File: src/hw/rtl/gamepad_event_qualifier_assert.svh
// assertion macros shared by the gamepad event qualifier rtl
`ifndef GAMEPAD_EVENT_QUALIFIER_ASSERT_SVH
`define GAMEPAD_EVENT_QUALIFIER_ASSERT_SVH
`ifndef SYNTH
// same-cycle implication, checked on every rising clock edge outside reset
`define GPQ_ASSERT_IMP(label, ante, cons) \
   label: assert property (@(posedge clock) disable iff (reset) (ante) |-> (cons)) \
      else $error("gamepad event qualifier: same-cycle check failed");
// next-cycle implication
`define GPQ_ASSERT_NXT(label, ante, cons) \
   label: assert property (@(posedge clock) disable iff (reset) (ante) |=> (cons)) \
      else $error("gamepad event qualifier: next-cycle check failed");
`else
`define GPQ_ASSERT_IMP(label, ante, cons)
`define GPQ_ASSERT_NXT(label, ante, cons)
`endif
`endif

File: src/hw/rtl/gpq_pkg.sv
// types, codes and constants of the gamepad event qualifier
package gpq_pkg;

   localparam int NUM_BUTTONS = 16;
   localparam int BTN_IDX_W   = $clog2(NUM_BUTTONS);

   // command codes
   typedef enum logic [2:0] {
      CMD_BTN_DOWN   = 3'd0,
      CMD_BTN_UP     = 3'd1,
      CMD_HAT        = 3'd2,
      CMD_AXIS       = 3'd3,
      CMD_SEEK_QUERY = 3'd4
   } cmd_type;

   // action codes
   typedef enum logic [4:0] {
      ACT_NONE       = 5'd0,
      ACT_UP         = 5'd1,
      ACT_DOWN       = 5'd2,
      ACT_LEFT       = 5'd3,
      ACT_RIGHT      = 5'd4,
      ACT_SELECT     = 5'd5,
      ACT_BACK       = 5'd6,
      ACT_FAV        = 5'd7,
      ACT_PREV       = 5'd8,
      ACT_NEXT       = 5'd9,
      ACT_SEEK_START = 5'd10,
      ACT_SEEK_END   = 5'd11,
      ACT_MENU       = 5'd12,
      ACT_SHUFFLE    = 5'd13,
      ACT_SUSPEND    = 5'd14,
      ACT_HELP       = 5'd15,
      ACT_VOLUP      = 5'd16,
      ACT_VOLDN      = 5'd17,
      ACT_EXIT       = 5'd18
   } action_type;

   // button indexes
   localparam logic [7:0] BTN_B      = 8'd0;
   localparam logic [7:0] BTN_A      = 8'd1;
   localparam logic [7:0] BTN_Y      = 8'd2;
   localparam logic [7:0] BTN_X      = 8'd3;
   localparam logic [7:0] BTN_L1     = 8'd4;
   localparam logic [7:0] BTN_R1     = 8'd5;
   localparam logic [7:0] BTN_SELECT = 8'd6;
   localparam logic [7:0] BTN_START  = 8'd7;
   localparam logic [7:0] BTN_MENU   = 8'd8;
   localparam logic [7:0] BTN_POWER  = 8'd10;
   localparam logic [7:0] BTN_VOLUP  = 8'd11;
   localparam logic [7:0] BTN_VOLDN  = 8'd12;

   // axis indexes
   localparam logic [7:0] AXIS_STICK_X  = 8'd0;
   localparam logic [7:0] AXIS_STICK_Y  = 8'd1;
   localparam logic [7:0] AXIS_TRIG_L   = 8'd2;
   localparam logic [7:0] AXIS_TRIG_R   = 8'd5;

   // hat values
   localparam logic [3:0] HAT_CENTER = 4'd0;
   localparam logic [3:0] HAT_UP     = 4'd1;
   localparam logic [3:0] HAT_RIGHT  = 4'd2;
   localparam logic [3:0] HAT_DOWN   = 4'd4;
   localparam logic [3:0] HAT_LEFT   = 4'd8;

   // seek direction, two bit signed
   localparam logic [1:0] DIR_NONE  = 2'b00;
   localparam logic [1:0] DIR_RIGHT = 2'b01;
   localparam logic [1:0] DIR_LEFT  = 2'b11;

   // seek acceleration steps
   localparam logic [31:0] HELD_STEP1 = 32'd400;
   localparam logic [31:0] HELD_STEP2 = 32'd1000;
   localparam logic [31:0] HELD_STEP3 = 32'd2000;
   localparam logic signed [6:0] SECS_STEP0 = 7'sd5;
   localparam logic signed [6:0] SECS_STEP1 = 7'sd15;
   localparam logic signed [6:0] SECS_STEP2 = 7'sd30;
   localparam logic signed [6:0] SECS_STEP3 = 7'sd60;

   // register indexes
   localparam logic [2:0] CSR_COOLDOWN     = 3'd0;
   localparam logic [2:0] CSR_TRIG_ON      = 3'd1;
   localparam logic [2:0] CSR_TRIG_OFF     = 3'd2;
   localparam logic [2:0] CSR_STICK_ON     = 3'd3;
   localparam logic [2:0] CSR_STICK_OFF    = 3'd4;
   localparam logic [2:0] CSR_SEEK_INTERVAL = 3'd5;

   // register reset values
   localparam logic [15:0] RST_COOLDOWN      = 16'd250;
   localparam logic [14:0] RST_TRIG_ON       = 15'd4000;
   localparam logic [14:0] RST_TRIG_OFF      = 15'd2000;
   localparam logic [15:0] RST_STICK_ON      = 16'd16000;
   localparam logic [15:0] RST_STICK_OFF     = 16'd8000;
   localparam logic [15:0] RST_SEEK_INTERVAL = 16'd150;

   typedef struct packed {
      logic [15:0] cooldown_ms;
      logic [14:0] trigger_on_level;
      logic [14:0] trigger_off_level;
      logic [15:0] stick_on_level;
      logic [15:0] stick_off_level;
      logic [15:0] seek_interval_ms;
   } cfg_type;

   typedef struct packed {
      logic [2:0]         cmd;
      logic [7:0]         button;
      logic [7:0]         axis_id;
      logic signed [15:0] event_value;
      logic [31:0]        now_ms;
   } item_type;

   typedef struct packed {
      action_type        action;
      logic signed [6:0] seek_amount;
      logic              seeking;
   } result_type;

   typedef struct packed {
      logic [NUM_BUTTONS-1:0] button_pressed;
      logic [1:0][31:0]       press_stamp;
      logic                   start_held;
      logic                   combo_used;
      logic [3:0]             last_hat;
      logic [31:0]            seek_start_ms;
      logic [1:0]             seek_dir;
      logic [31:0]            last_seek_ms;
      logic                   left_trigger_armed;
      logic                   right_trigger_armed;
   } state_type;

endpackage

File: src/hw/rtl/gpq_core.sv
// qualifier state and per-event decision logic
`include "gamepad_event_qualifier_assert.svh"

module gpq_core (
   input  logic                clock,
   input  logic                reset,
   input  logic                fire,
   input  gpq_pkg::item_type   item,
   input  gpq_pkg::cfg_type    cfg,
   output gpq_pkg::result_type result
);

   gpq_pkg::state_type state_ff;
   gpq_pkg::state_type state_in;

   logic                          tracked;
   logic [gpq_pkg::BTN_IDX_W-1:0] bidx;
   logic                          timed;
   logic                          stamp_sel;
   logic [31:0]                   since_press;
   logic [3:0]                    hat;
   logic signed [15:0]            trig_on;
   logic signed [15:0]            trig_off;
   logic [15:0]                   mag;
   logic                          seek_active;
   logic [31:0]                   held;
   logic [31:0]                   since_seek;
   logic signed [6:0]             secs;

   assign tracked     = item.button < 8'(gpq_pkg::NUM_BUTTONS);
   assign bidx        = item.button[gpq_pkg::BTN_IDX_W-1:0];
   assign timed       = (item.button == gpq_pkg::BTN_START) || (item.button == gpq_pkg::BTN_MENU);
   assign stamp_sel   = (item.button == gpq_pkg::BTN_MENU);
   assign since_press = item.now_ms - state_ff.press_stamp[stamp_sel];
   assign hat         = item.event_value[3:0];
   assign trig_on     = $signed({1'b0, cfg.trigger_on_level});
   assign trig_off    = $signed({1'b0, cfg.trigger_off_level});
   assign mag         = item.event_value[15] ? (~item.event_value + 16'd1) : item.event_value;
   assign seek_active = (state_ff.seek_dir != gpq_pkg::DIR_NONE) && (state_ff.seek_start_ms != '0);
   assign held        = item.now_ms - state_ff.seek_start_ms;
   assign since_seek  = item.now_ms - state_ff.last_seek_ms;

   always_comb begin
      if (held < gpq_pkg::HELD_STEP1) begin
         secs = gpq_pkg::SECS_STEP0;
      end else if (held < gpq_pkg::HELD_STEP2) begin
         secs = gpq_pkg::SECS_STEP1;
      end else if (held < gpq_pkg::HELD_STEP3) begin
         secs = gpq_pkg::SECS_STEP2;
      end else begin
         secs = gpq_pkg::SECS_STEP3;
      end
   end

   always_comb begin
      state_in           = state_ff;
      result.action      = gpq_pkg::ACT_NONE;
      result.seek_amount = '0;
      case (item.cmd)
         gpq_pkg::CMD_BTN_DOWN: begin
            if (tracked && state_ff.button_pressed[bidx]) begin
               result.action = gpq_pkg::ACT_NONE;
            end else if (timed && (since_press < {16'd0, cfg.cooldown_ms})) begin
               // cooldown reject leaves everything alone
               result.action = gpq_pkg::ACT_NONE;
            end else begin
               if (timed) begin
                  state_in.press_stamp[stamp_sel] = item.now_ms;
               end
               if (tracked) begin
                  state_in.button_pressed[bidx] = 1'b1;
               end
               case (item.button)
                  gpq_pkg::BTN_A:      result.action = gpq_pkg::ACT_SELECT;
                  gpq_pkg::BTN_B: begin
                     if (state_ff.start_held) begin
                        state_in.combo_used = 1'b1;
                        result.action       = gpq_pkg::ACT_EXIT;
                     end else begin
                        result.action = gpq_pkg::ACT_BACK;
                     end
                  end
                  gpq_pkg::BTN_X:      result.action = gpq_pkg::ACT_HELP;
                  gpq_pkg::BTN_Y:      result.action = gpq_pkg::ACT_FAV;
                  gpq_pkg::BTN_L1:     result.action = gpq_pkg::ACT_PREV;
                  gpq_pkg::BTN_R1:     result.action = gpq_pkg::ACT_NEXT;
                  gpq_pkg::BTN_SELECT: result.action = gpq_pkg::ACT_SHUFFLE;
                  gpq_pkg::BTN_START: begin
                     state_in.start_held = 1'b1;
                     state_in.combo_used = 1'b0;
                  end
                  gpq_pkg::BTN_MENU:   result.action = gpq_pkg::ACT_MENU;
                  gpq_pkg::BTN_VOLUP:  result.action = gpq_pkg::ACT_VOLUP;
                  gpq_pkg::BTN_VOLDN:  result.action = gpq_pkg::ACT_VOLDN;
                  gpq_pkg::BTN_POWER:  result.action = gpq_pkg::ACT_SUSPEND;
                  default:             result.action = gpq_pkg::ACT_NONE;
               endcase
            end
         end
         gpq_pkg::CMD_BTN_UP: begin
            if (tracked) begin
               state_in.button_pressed[bidx] = 1'b0;
            end
            if (item.button == gpq_pkg::BTN_START) begin
               state_in.start_held = 1'b0;
               state_in.combo_used = 1'b0;
               if (!state_ff.combo_used) begin
                  result.action = gpq_pkg::ACT_MENU;
               end
            end
         end
         gpq_pkg::CMD_HAT: begin
            if (hat != state_ff.last_hat) begin
               state_in.last_hat = hat;
               case (hat)
                  gpq_pkg::HAT_LEFT: begin
                     state_in.seek_start_ms = item.now_ms;
                     state_in.seek_dir      = gpq_pkg::DIR_LEFT;
                     state_in.last_seek_ms  = '0;
                     result.action          = gpq_pkg::ACT_LEFT;
                  end
                  gpq_pkg::HAT_RIGHT: begin
                     state_in.seek_start_ms = item.now_ms;
                     state_in.seek_dir      = gpq_pkg::DIR_RIGHT;
                     state_in.last_seek_ms  = '0;
                     result.action          = gpq_pkg::ACT_RIGHT;
                  end
                  gpq_pkg::HAT_UP: begin
                     state_in.seek_start_ms = '0;
                     state_in.seek_dir      = gpq_pkg::DIR_NONE;
                     result.action          = gpq_pkg::ACT_UP;
                  end
                  gpq_pkg::HAT_DOWN: begin
                     state_in.seek_start_ms = '0;
                     state_in.seek_dir      = gpq_pkg::DIR_NONE;
                     result.action          = gpq_pkg::ACT_DOWN;
                  end
                  gpq_pkg::HAT_CENTER: begin
                     state_in.seek_start_ms = '0;
                     state_in.seek_dir      = gpq_pkg::DIR_NONE;
                  end
                  default: result.action = gpq_pkg::ACT_NONE; // diagonals
               endcase
            end
         end
         gpq_pkg::CMD_AXIS: begin
            if (item.axis_id == gpq_pkg::AXIS_TRIG_L) begin
               if ((item.event_value > trig_on) && !state_ff.left_trigger_armed) begin
                  state_in.left_trigger_armed = 1'b1;
                  result.action               = gpq_pkg::ACT_SEEK_START;
               end else if (item.event_value < trig_off) begin
                  state_in.left_trigger_armed = 1'b0;
               end
            end else if (item.axis_id == gpq_pkg::AXIS_TRIG_R) begin
               if ((item.event_value > trig_on) && !state_ff.right_trigger_armed) begin
                  state_in.right_trigger_armed = 1'b1;
                  result.action                = gpq_pkg::ACT_SEEK_END;
               end else if (item.event_value < trig_off) begin
                  state_in.right_trigger_armed = 1'b0;
               end
            end else if (mag > cfg.stick_on_level) begin
               if (item.axis_id == gpq_pkg::AXIS_STICK_X) begin
                  state_in.seek_start_ms = item.now_ms;
                  state_in.last_seek_ms  = '0;
                  if (item.event_value[15]) begin
                     state_in.seek_dir = gpq_pkg::DIR_LEFT;
                     result.action     = gpq_pkg::ACT_LEFT;
                  end else begin
                     state_in.seek_dir = gpq_pkg::DIR_RIGHT;
                     result.action     = gpq_pkg::ACT_RIGHT;
                  end
               end else if (item.axis_id == gpq_pkg::AXIS_STICK_Y) begin
                  result.action = item.event_value[15] ? gpq_pkg::ACT_UP : gpq_pkg::ACT_DOWN;
               end
            end else if (mag < cfg.stick_off_level) begin
               if ((item.axis_id == gpq_pkg::AXIS_STICK_X) &&
                   (state_ff.seek_dir != gpq_pkg::DIR_NONE)) begin
                  state_in.seek_start_ms = '0;
                  state_in.seek_dir      = gpq_pkg::DIR_NONE;
               end
            end
         end
         gpq_pkg::CMD_SEEK_QUERY: begin
            // a zero last stamp turns the rate limit off
            if (seek_active && !((state_ff.last_seek_ms != '0) &&
                                 (since_seek < {16'd0, cfg.seek_interval_ms}))) begin
               state_in.last_seek_ms = item.now_ms;
               result.seek_amount    = (state_ff.seek_dir == gpq_pkg::DIR_LEFT) ? -secs : secs;
            end
         end
         default: result.action = gpq_pkg::ACT_NONE;
      endcase
      result.seeking = (state_in.seek_dir != gpq_pkg::DIR_NONE) && (state_in.seek_start_ms != '0);
   end

   always_ff @(posedge clock) begin
      if (reset) begin
         state_ff <= '0;
      end else if (fire) begin
         state_ff <= state_in;
      end
   end

   `GPQ_ASSERT_IMP(combo_needs_start, state_ff.combo_used, state_ff.start_held)
   `GPQ_ASSERT_IMP(idle_seek_has_no_start, state_ff.seek_dir == gpq_pkg::DIR_NONE,
                   state_ff.seek_start_ms == '0)
   `GPQ_ASSERT_NXT(state_holds_without_fire, !fire, $stable(state_ff))

endmodule

File: src/hw/rtl/gamepad_event_qualifier.sv
// top level of the gamepad event qualifier: channels, staging and registers
//
//  channel  direction  handshake              payload
//  req      in         req_tvalid/req_tready  tuser cmd, tdata event fields
//  rsp      out        rsp_tvalid/rsp_tready  tdata action, seek amount, seeking
//  csr      in         csr_valid/csr_ready    csr_index, csr_data
//
// one transaction per cycle sustained while rsp_tready stays high; each event
// is registered in the input register and then in the result register, around
// the single decision stage in gpq_core
// synchronous active-high reset returns the qualifier state, the configuration
// registers and the valid flags to their defaults, with no clearing pass
// a stalled result holds in the result register while the input register
// still takes one more event; csr writes are always taken
`include "gamepad_event_qualifier_assert.svh"

module gamepad_event_qualifier (
   input  logic        clock,
   input  logic        reset,
   input  logic        req_tvalid,
   output logic        req_tready,
   input  logic [63:0] req_tdata,  // button[7:0], axis_id[15:8], event_value[31:16], now_ms[63:32]
   input  logic [2:0]  req_tuser,  // cmd[2:0]
   output logic        rsp_tvalid,
   input  logic        rsp_tready,
   output logic [15:0] rsp_tdata,  // action[4:0], seek_amount[11:5], seeking[12], zero[15:13]
   input  logic        csr_valid,
   output logic        csr_ready,
   input  logic [2:0]  csr_index,
   input  logic [15:0] csr_data
);

   // configuration registers
   gpq_pkg::cfg_type cfg_ff;
   gpq_pkg::cfg_type cfg_in;

   // input stage
   logic              in_valid_ff;
   logic              in_valid_in;
   gpq_pkg::item_type item_ff;

   // result stage
   logic                out_valid_ff;
   logic                out_valid_in;
   gpq_pkg::result_type out_ff;
   gpq_pkg::result_type result;

   logic advance;
   logic req_take;

   // the staged event moves on when the result register is free or draining
   assign advance    = in_valid_ff && (!out_valid_ff || rsp_tready);
   assign req_tready = !in_valid_ff || advance;
   assign req_take   = req_tvalid && req_tready;
   assign csr_ready  = 1'b1;

   assign in_valid_in  = req_take || (in_valid_ff && !advance);
   assign out_valid_in = advance || (out_valid_ff && !rsp_tready);

   always_comb begin
      cfg_in = cfg_ff;
      if (csr_valid) begin
         case (csr_index)
            gpq_pkg::CSR_COOLDOWN:      cfg_in.cooldown_ms       = csr_data;
            gpq_pkg::CSR_TRIG_ON:       cfg_in.trigger_on_level  = csr_data[14:0];
            gpq_pkg::CSR_TRIG_OFF:      cfg_in.trigger_off_level = csr_data[14:0];
            gpq_pkg::CSR_STICK_ON:      cfg_in.stick_on_level    = csr_data;
            gpq_pkg::CSR_STICK_OFF:     cfg_in.stick_off_level   = csr_data;
            gpq_pkg::CSR_SEEK_INTERVAL: cfg_in.seek_interval_ms  = csr_data;
            default:                    cfg_in = cfg_ff; // unmapped index, write dropped
         endcase
      end
   end

   always_ff @(posedge clock) begin
      if (reset) begin
         cfg_ff.cooldown_ms       <= gpq_pkg::RST_COOLDOWN;
         cfg_ff.trigger_on_level  <= gpq_pkg::RST_TRIG_ON;
         cfg_ff.trigger_off_level <= gpq_pkg::RST_TRIG_OFF;
         cfg_ff.stick_on_level    <= gpq_pkg::RST_STICK_ON;
         cfg_ff.stick_off_level   <= gpq_pkg::RST_STICK_OFF;
         cfg_ff.seek_interval_ms  <= gpq_pkg::RST_SEEK_INTERVAL;
         in_valid_ff              <= 1'b0;
         out_valid_ff             <= 1'b0;
      end else begin
         cfg_ff       <= cfg_in;
         in_valid_ff  <= in_valid_in;
         out_valid_ff <= out_valid_in;
      end
   end

   // payload registers carry no reset
   always_ff @(posedge clock) begin
      if (req_take) begin
         item_ff.cmd         <= req_tuser;
         item_ff.button      <= req_tdata[7:0];
         item_ff.axis_id     <= req_tdata[15:8];
         item_ff.event_value <= $signed(req_tdata[31:16]);
         item_ff.now_ms      <= req_tdata[63:32];
      end
      if (advance) begin
         out_ff <= result;
      end
   end

   gpq_core u_core (
      .clock  (clock),
      .reset  (reset),
      .fire   (advance),
      .item   (item_ff),
      .cfg    (cfg_ff),
      .result (result)
   );

   assign rsp_tvalid = out_valid_ff;
   assign rsp_tdata  = {3'b000, out_ff.seeking, out_ff.seek_amount, out_ff.action};

   `GPQ_ASSERT_NXT(advance_fills_result, advance, out_valid_ff)
   `GPQ_ASSERT_NXT(blocked_event_kept, in_valid_ff && !advance, in_valid_ff && $stable(item_ff))
   `GPQ_ASSERT_NXT(cooldown_write_lands, csr_valid && (csr_index == gpq_pkg::CSR_COOLDOWN),
                   cfg_ff.cooldown_ms == $past(csr_data))

endmodule
File: config.mk
export PLATFORM = sky130hd
export DESIGN_NAME = gamepad_event_qualifier
export DESIGN_NICKNAME = d
export VERILOG_FILES = /design/src/hw/rtl/gpq_pkg.sv /design/src/hw/rtl/gpq_core.sv /design/src/hw/rtl/gamepad_event_qualifier.sv
export VERILOG_INCLUDE_DIRS = /design/src /design/src/hw/rtl
export SDC_FILE = /design/constraint.sdc
export NUM_CORES = 1
export LEC_CHECK = 0
export BUFFER_PORTS_ARGS = -buffer_cell sky130_fd_sc_hd__buf_2
export CORE_MARGIN = 2
export CORE_UTILIZATION = 53
export CTS_BUF_LIST = sky130_fd_sc_hd__clkbuf_8
export DETAILED_ROUTE_END_ITERATION = 7
export GPL_TIMING_DRIVEN = 0
export PLACE_DENSITY = 0.7
export SLEW_MARGIN = 20
export SYNTH_ARGS = -nofsm -noshare
export SYNTH_HDL_FRONTEND = slang
export SYNTH_HIERARCHICAL = 1
export SYNTH_SLANG_ARGS = --single-unit
File: constraint.sdc
create_clock -name clock -period 18.5 [get_ports clock]
set_clock_uncertainty 0.2 [all_clocks]
set_input_delay 3.7 -clock clock [delete_from_list [all_inputs] [get_ports clock]]
set_output_delay 3.7 -clock clock [all_outputs]
set_load 0.02 [all_outputs]
==> results.json, run 1 <==
{
  "reg2reg_depth": 25,
  "ff2ff_setup_slack_ns": 10.60,
  "critPathLaunchType": "input pin",
  "worst_setup_path_end_kind": "output port",
  "gp_congestion": 0.926,
  "power_mw": 1.76,
  "drive_above_1_share": 0.0999,
  "drcViolationCount": 0,
  "cts_tree": "built",
  "initial_core_util": 0.536,
  "fillerInstances": 3788,
  "vdd_drop_max_uv": 54.5,
  "core_area_mm2": 0.0419,
  "reg2reg_from": "item_ff[59]$_DFFE_PP_",
  "syn_to_final_growth_pct": 10.8,
  "period_share": 0.437,
  "first_global_vias": 20136,
  "required_ns": 14.60,
  "grt_use_total": 0.308,
  "ys_top_cells_by_area": "dfxtp_1 22%, edfxtp_1 11%, ha_1 10%",
  "synth-main-ff-cell": "dfxtp_1",
  "grt_pass1_wl_um": 107000,
  "setup_tns_ns": 0,
  "fp.dieArea_mm2": 0.0441,
  "path_cells": "buf_2 > nand3b_1 > buf_2",
  "slew_viol_final": 0,
  "finalWirelength_um": 69600,
  "crit_buf_inv": 2,
  "path_delay_family": "buffers and inverters",
  "use_met2": 0.497,
  "switching_power_mw": 0.519,
  "synth_edf_count": 80,
  "cts_max_level": 2,
  "cts_setup_buffers": 0,
  "grt_max_degree": 48,
  "worstMarginPinSlew_ns": 1.07,
  "use_met3": 0.0597,
  "total_leakage_power_nw": 9.99,
  "die_h_um": 210,
  "crit_top_cell": "buf_2",
  "ioPinCount": 110,
  "syn_inst": 2626,
  "yosys_warnings": 6,
  "antenna_found_initial": 1,
  "seqPwrFrac": 0.447,
  "critPathMaxStageDelay_ns": 0.19,
  "slew_headroom": 0.283,
  "grt_setup_unrepaired": "no",
  "avgRoutedWirePerCell_um": 20.6,
  "p_clk_frac": 0.392,
  "crit_path_max_fanout": 3,
  "rows": 75,
  "p_sw_frac": 0.296,
  "numCtsBuffers": 57,
  "synth_area_mm2": 0.0225,
  "yosys.cell_types.count": 98,
  "clockRootBuffer": "clkbuf_8",
  "clockBufferDepth": 3,
  "dpl.hpwl_um": 52300,
  "cts_resized": 0,
  "dr.first_iter.drc_count": 1673,
  "p_comb_frac": 0.161,
  "chipWidth_um": 210,
  "hold_viol_final": 0,
  "via_count": 21088,
  "cp.arrival_ns": 4.19,
  "async_reset_ff_frac": 0,
  "fmax_ghz": 0.124,
  "ctsHoldBuffers": 0,
  "finalSetupViolations": 0,
  "clock_sinks": 330,
  "nNetsFinal": 3074,
  "cap_violations": 0,
  "pwr_density_cell_mw_per_mm2": 70.4,
  "p_int_mw": 1.24,
  "grt.busiest_layer": "met2",
  "min_path_type": "register to register",
  "yosysTopAreaCell": "dfxtp_1",
  "utilization": 0.594,
  "vias_per_cell": 6.23,
  "drt_first_pass_iters": 6,
  "grt.overflow.total": 0,
  "period_minus_slack_ns": 8.09,
  "postRouteAntennaNets": 0,
  "syn_avg_cell_area_um2": 8.57,
  "hold_depth": 2,
  "port_buffers": 105,
  "clk_pin_slew_ns": 0.06,
  "outcome": "completed",
  "critPathSlowestCell": "nand3b_1",
  "critPathKind": "input pin to output port",
  "clkLatencyLatePin_ns": 0.68,
  "ys_seq_elements": 330,
  "ys_seq_area_frac": 0.329,
  "grt_use_met1": 0.390,
  "netlist.area_leader.share": 0.222
}
[tightest hold or removal path, cell delays in order (launching register included)]
cell and delay [ns]:
dfxtp_1 0.30, o21ai_0 0.06, a21oi_1 0.06
[per-stage QoR]
step | hold slack (ns) | area [um^2] | instances | setup slack (ns)
3_5_place_dp | 0.261 | 23700 | 3274 | 10.41
2_1_floorplan | 0.234 | 22500 | 2628 | 10.62
4_1_cts | 0.268 | 24900 | 3381 | 10.40
3_3_place_gp | 0.244 | 23700 | 3272 | 10.46
6_report | 0.272 | 24900 | 3384 | 10.41
5_1_grt | 0.287 | 24900 | 3382 | 10.29
[layout make-up]
cell class / instances / area (um^2) / area share
clock buffer: 63 / 867 / 0.0348
timing repair buffer: 108 / 566 / 0.0227
tap: 539 / 674 / 0.0270
inverter: 189 / 709 / 0.0285
sequential: 330 / 7410 / 0.297
antenna: 2 / 5.00 / 0.000201
clock inverter: 44 / 304 / 0.0122
multi-input combinational: 1953 / 13700 / 0.549
buffer: 156 / 713 / 0.0286
[worst max path at each step]
stage | slack, ns | end | depth (start not counted) | startpoint
finish | 10.41 | req_tready | 3 | rsp_tready
global route | 10.29 | register | 25 | item_ff[59]$_DFFE_PP_
CTS | 10.40 | req_tready | 3 | rsp_tready
detailed placement | 10.41 | req_tready | 3 | rsp_tready
global placement | 10.46 | req_tready | 3 | rsp_tready
floorplan | 10.62 | req_tready | 1 | rsp_tready
[kinds of logic after synthesis]
kind of cell | count (synthesis) | share of synthesized area
AND/OR/NAND/NOR | 820 | 0.186
AO/OA/AOI/OAI | 711 | 0.215
other | 2 | 0.000334
flip-flops | 330 | 0.329
adder cells (fa/ha/maj) | 188 | 0.105
buffers and inverters | 345 | 0.0632
multiplexers | 146 | 0.0678
XOR/XNOR | 84 | 0.0327
[power by group through the flow]
stage | registers [mW] | clock network (mW) | logic (mW)
after CTS | 0.784 | 0.702 | 0.278
after global routing | 0.785 | 0.731 | 0.312
after detailed placement | 0.799 | 0 | 0.275
after global placement | 0.799 | 0 | 0.268
after floorplan | 0.786 | 0 | 0.198
final | 0.785 | 0.688 | 0.283
[metal layers]
metal  up-vias  wire length (um)
met3       198              5500
li1      10011                 -
met5         -                 0
met1     10009             28900
met2       870             31400
met4         0              3790
[cells in the final DEF (no fill, tap or decap), types with 23 or more instances in the layout]
| cell | netlist | final |
|---|---|---|
| dfxtp_1 | 250 | 250 |
| a21oi_1 | 215 | 215 |
| inv_1 | 189 | 211 |
| ha_1 | 186 | 186 |
| nor2_1 | 182 | 182 |
| nand2_1 | 171 | 171 |
| o21ai_0 | 147 | 147 |
| mux2i_1 | 140 | 140 |
| buf_2 | 28 | 134 |
| clkbuf_1 | 99 | 99 |
| nand3_1 | 97 | 97 |
| nand2b_1 | 92 | 92 |
| edfxtp_1 | 80 | 80 |
| nor3_1 | 70 | 70 |
| clkbuf_8 | 0 | 63 |
| xnor2_1 | 55 | 55 |
| a21o_1 | 49 | 49 |
| nand4_1 | 49 | 49 |
| o2111ai_1 | 38 | 38 |
| nor4_1 | 39 | 37 |
| a22o_1 | 32 | 32 |
| xor2_1 | 29 | 29 |
| nor2b_1 | 28 | 28 |
| a41oi_1 | 23 | 23 |
[cell usage after synthesis (16+ instances only)]
master / count
xnor2_1: 55
a21oi_1: 215
o21ai_0: 147
nand2_1: 171
clkbuf_1: 99
nor3_1: 70
nand2b_1: 92
o211ai_1: 22
a22o_1: 32
a21o_1: 49
a211oi_1: 20
o2111ai_1: 38
buf_2: 28
nand4_1: 49
edfxtp_1: 80
nor2_1: 182
a41oi_2: 16
nor2b_1: 28
dfxtp_1: 250
nand3_1: 97
a41oi_1: 23
nor4_1: 39
inv_1: 189
xor2_1: 29
and3_1: 17
mux2i_1: 140
ha_1: 186
Note: power is estimated with default switching activity, not from simulation.
==> run 2, diff against run 1 <==
--- a/config.mk
+++ b/config.mk
@@ -12,7 +12,7 @@
 export CTS_BUF_LIST = sky130_fd_sc_hd__clkbuf_8
 export DETAILED_ROUTE_END_ITERATION = 7
 export GPL_TIMING_DRIVEN = 0
-export PLACE_DENSITY = 0.7
+export PLACE_DENSITY = 0.73
 export SLEW_MARGIN = 20
 export SYNTH_ARGS = -nofsm -noshare
 export SYNTH_HDL_FRONTEND = slang
==> constraint.sdc (replaced) <==
create_clock -name clock -period 6.6 [get_ports clock]
set_clock_uncertainty 0.2 [all_clocks]
set_input_delay 1.32 -clock clock [delete_from_list [all_inputs] [get_ports clock]]
set_output_delay 1.32 -clock clock [all_outputs]
set_load 0.02 [all_outputs]
==> run 2 against run 1 <==
- power increased to 2.8 times the previous value
- non-clock buffer count grew 6
- die area is the same
- cell count increased by 0.12%
- count of clock-buffer cells in the layout up 5
- register-to-register slack got worse by 10 ns
- global-route usage is 0.39 points higher
- routed wire length is 0.52% higher
- combinational power rose to 2.8 times the previous value
- flip-flop and latch count stayed put
==> results.json, run 2 (synthesis results as in run 1) <==
{
  "grt_setup_unrepaired": "no",
  "critPathLaunchType": "register",
  "ctsHoldBuffers": 0,
  "dp.cells": 3274,
  "avgRoutedWirePerCell_um": 20.6,
  "power_mw": 4.92,
  "pre_cts_ws_ns": -1.16,
  "vias_per_cell": 6.24,
  "core_area_mm2": 0.0419,
  "rows": 75,
  "critPathKind": "register to register",
  "clock_sinks": 330,
  "initial_core_util": 0.536,
  "syn_to_final_growth_pct": 11.5,
  "numCtsBuffers": 57,
  "gp_congestion": 0.954,
  "cts_max_level": 2,
  "setup_tns_ns": 0,
  "clkLatencyLatePin_ns": 0.70,
  "chipWidth_um": 210,
  "grt_pass1_wl_um": 109000,
  "hold_viol_final": 0,
  "clockBufferDepth": 3,
  "finalWirelength_um": 69900,
  "first_global_vias": 20303,
  "grt.overflow.total": 0,
  "dpl.hpwl_um": 52800,
  "fp.dieArea_mm2": 0.0441,
  "cap_violations": 0,
  "required_ns": 6.91,
  "slew_viol_final": 0,
  "grt_max_degree": 37,
  "period_share": 0.971,
  "crit_buf_inv": 4,
  "pwr_density_cell_mw_per_mm2": 196,
  "insertedDiodeCount": 0,
  "via_count": 21143,
  "vdd_drop_max_uv": 178,
  "cp.arrival_ns": 6.72,
  "outcome": "completed",
  "ioPinCount": 110,
  "drcViolationCount": 0,
  "fin_ws_ns": 0.192,
  "clk_pin_slew_ns": 0.06,
  "worst_setup_path_end_kind": "register",
  "path_delay_family": "simple AND/OR/NAND/NOR gates",
  "period_minus_slack_ns": 6.41,
  "min_path_type": "register to register",
  "critPathSlowestCell": "or4b_4",
  "drt_first_pass_iters": 6,
  "total_leakage_power_nw": 10.0,
  "postRouteAntennaNets": 0,
  "port_buffers": 105,
  "grt_use_total": 0.312,
  "hold_slack_ns": 0.264,
  "crit_top_cell": "a21o_1",
  "crit_path_max_fanout": 10,
  "dr.first_iter.drc_count": 1998,
  "final_common_cell": "dfxtp_1",
  "worstMarginPinSlew_ns": 1.16,
  "finalSetupViolations": 0,
  "die_h_um": 210,
  "clockRootBuffer": "clkbuf_8",
  "slew_headroom": 0.226,
  "antenna_found_initial": 1,
  "fmax_ghz": 0.156,
  "cts_tree": "built",
  "critPathMaxStageDelay_ns": 0.57,
  "mostFrequentLayoutCells": "250 x dfxtp_1, 214 x a21oi_1, 208 x inv_1",
  "drive_above_1_share": 0.111,
  "nNetsFinal": 3080,
  "path_cells": "buf_4 > or4b_4 > nor2_4 > buf_6 > mux2i_1 > ha_1 > a21o_1 > a31o_2 > o2111ai_2 > a21oi_1 > xor2_1 > ha_1 > a21o_1 > a21o_1 > a221oi_1 > nor4bb_2 > o2111ai_2 > or4b_4 > or3_1 > clkbuf_1 > buf_2 > nand3_1 > a21oi_1",
  "finish.cell_count_without_fillers": 3388
}
==> run 2: worst register-to-register path, stage by stage, from the launching register on <==
cell,delay (ns)
edfxtp_1,0.36
buf_4,0.18
or4b_4,0.58
nor2_4,0.19
buf_6,0.19
mux2i_1,0.21
ha_1,0.31
a21o_1,0.23
a31o_2,0.25
o2111ai_2,0.31
a21oi_1,0.15
xor2_1,0.18
ha_1,0.30
a21o_1,0.16
a21o_1,0.19
a221oi_1,0.24
nor4bb_2,0.30
o2111ai_2,0.20
or4b_4,0.55
or3_1,0.32
clkbuf_1,0.22
buf_2,0.25
nand3_1,0.12
a21oi_1,0.08
==> run 2: where the power goes <==
| part | switching [mW] | total [mW] | leakage [nW] | internal (mW) |
|---|---|---|---|---|
| clock | 0.900 | 1.92 | 0.679 | 1.02 |
| combinational | 0.490 | 0.800 | 6.57 | 0.310 |
| sequential | 0.0807 | 2.20 | 2.80 | 2.12 |
==> run 2: worst paths after layout <==
kind,from,end,slack (ns),cells past startpoint
setup / recovery,item_ff[57]$_DFFE_PP_,register,0.19,23
hold / removal,in_valid_ff$_SDFF_PP0_,rsp_tvalid$_SDFF_PP0_,0.26,2
setup reg to reg,item_ff[57]$_DFFE_PP_,register,0.19,23
hold reg to reg,in_valid_ff$_SDFF_PP0_,rsp_tvalid$_SDFF_PP0_,0.26,2
==> run 2: layout make-up <==
cell class,count,area (um^2)
fill,3741,16900
multi-input combinational,1953,13800
sequential,330,7410
clock buffer,68,936
buffer,154,742
inverter,189,709
tap,539,674
timing repair buffer,116,622
clock inverter,39,235
==> run 2: through the flow <==
step,instance area (um^2),util
after floorplan,22500,-
after global placement,23700,0.565
after detailed placement,23700,0.566
after CTS,25000,0.597
after global routing,25100,0.598
final,25100,0.598
==> run 2: timing repair <==
item | CTS | global route
endpoints found under the setup margin | 86 | 82
setup buffers | 8 | 1
pin swaps | 6 | 7
hold endpoints to repair | 0 | 0
resized for setup | 12 | 21
==> run 2: layer usage <==
metal | global-route usage | up-vias | routed length (um)
met1 | 0.406 | 10005 | 29400
met3 | 0.0533 | 190 | 5570
met2 | 0.507 | 939 | 31900
met4 | 0.143 | 0 | 3040
li1 | - | 10009 | -
met5 | 0 | - | 0
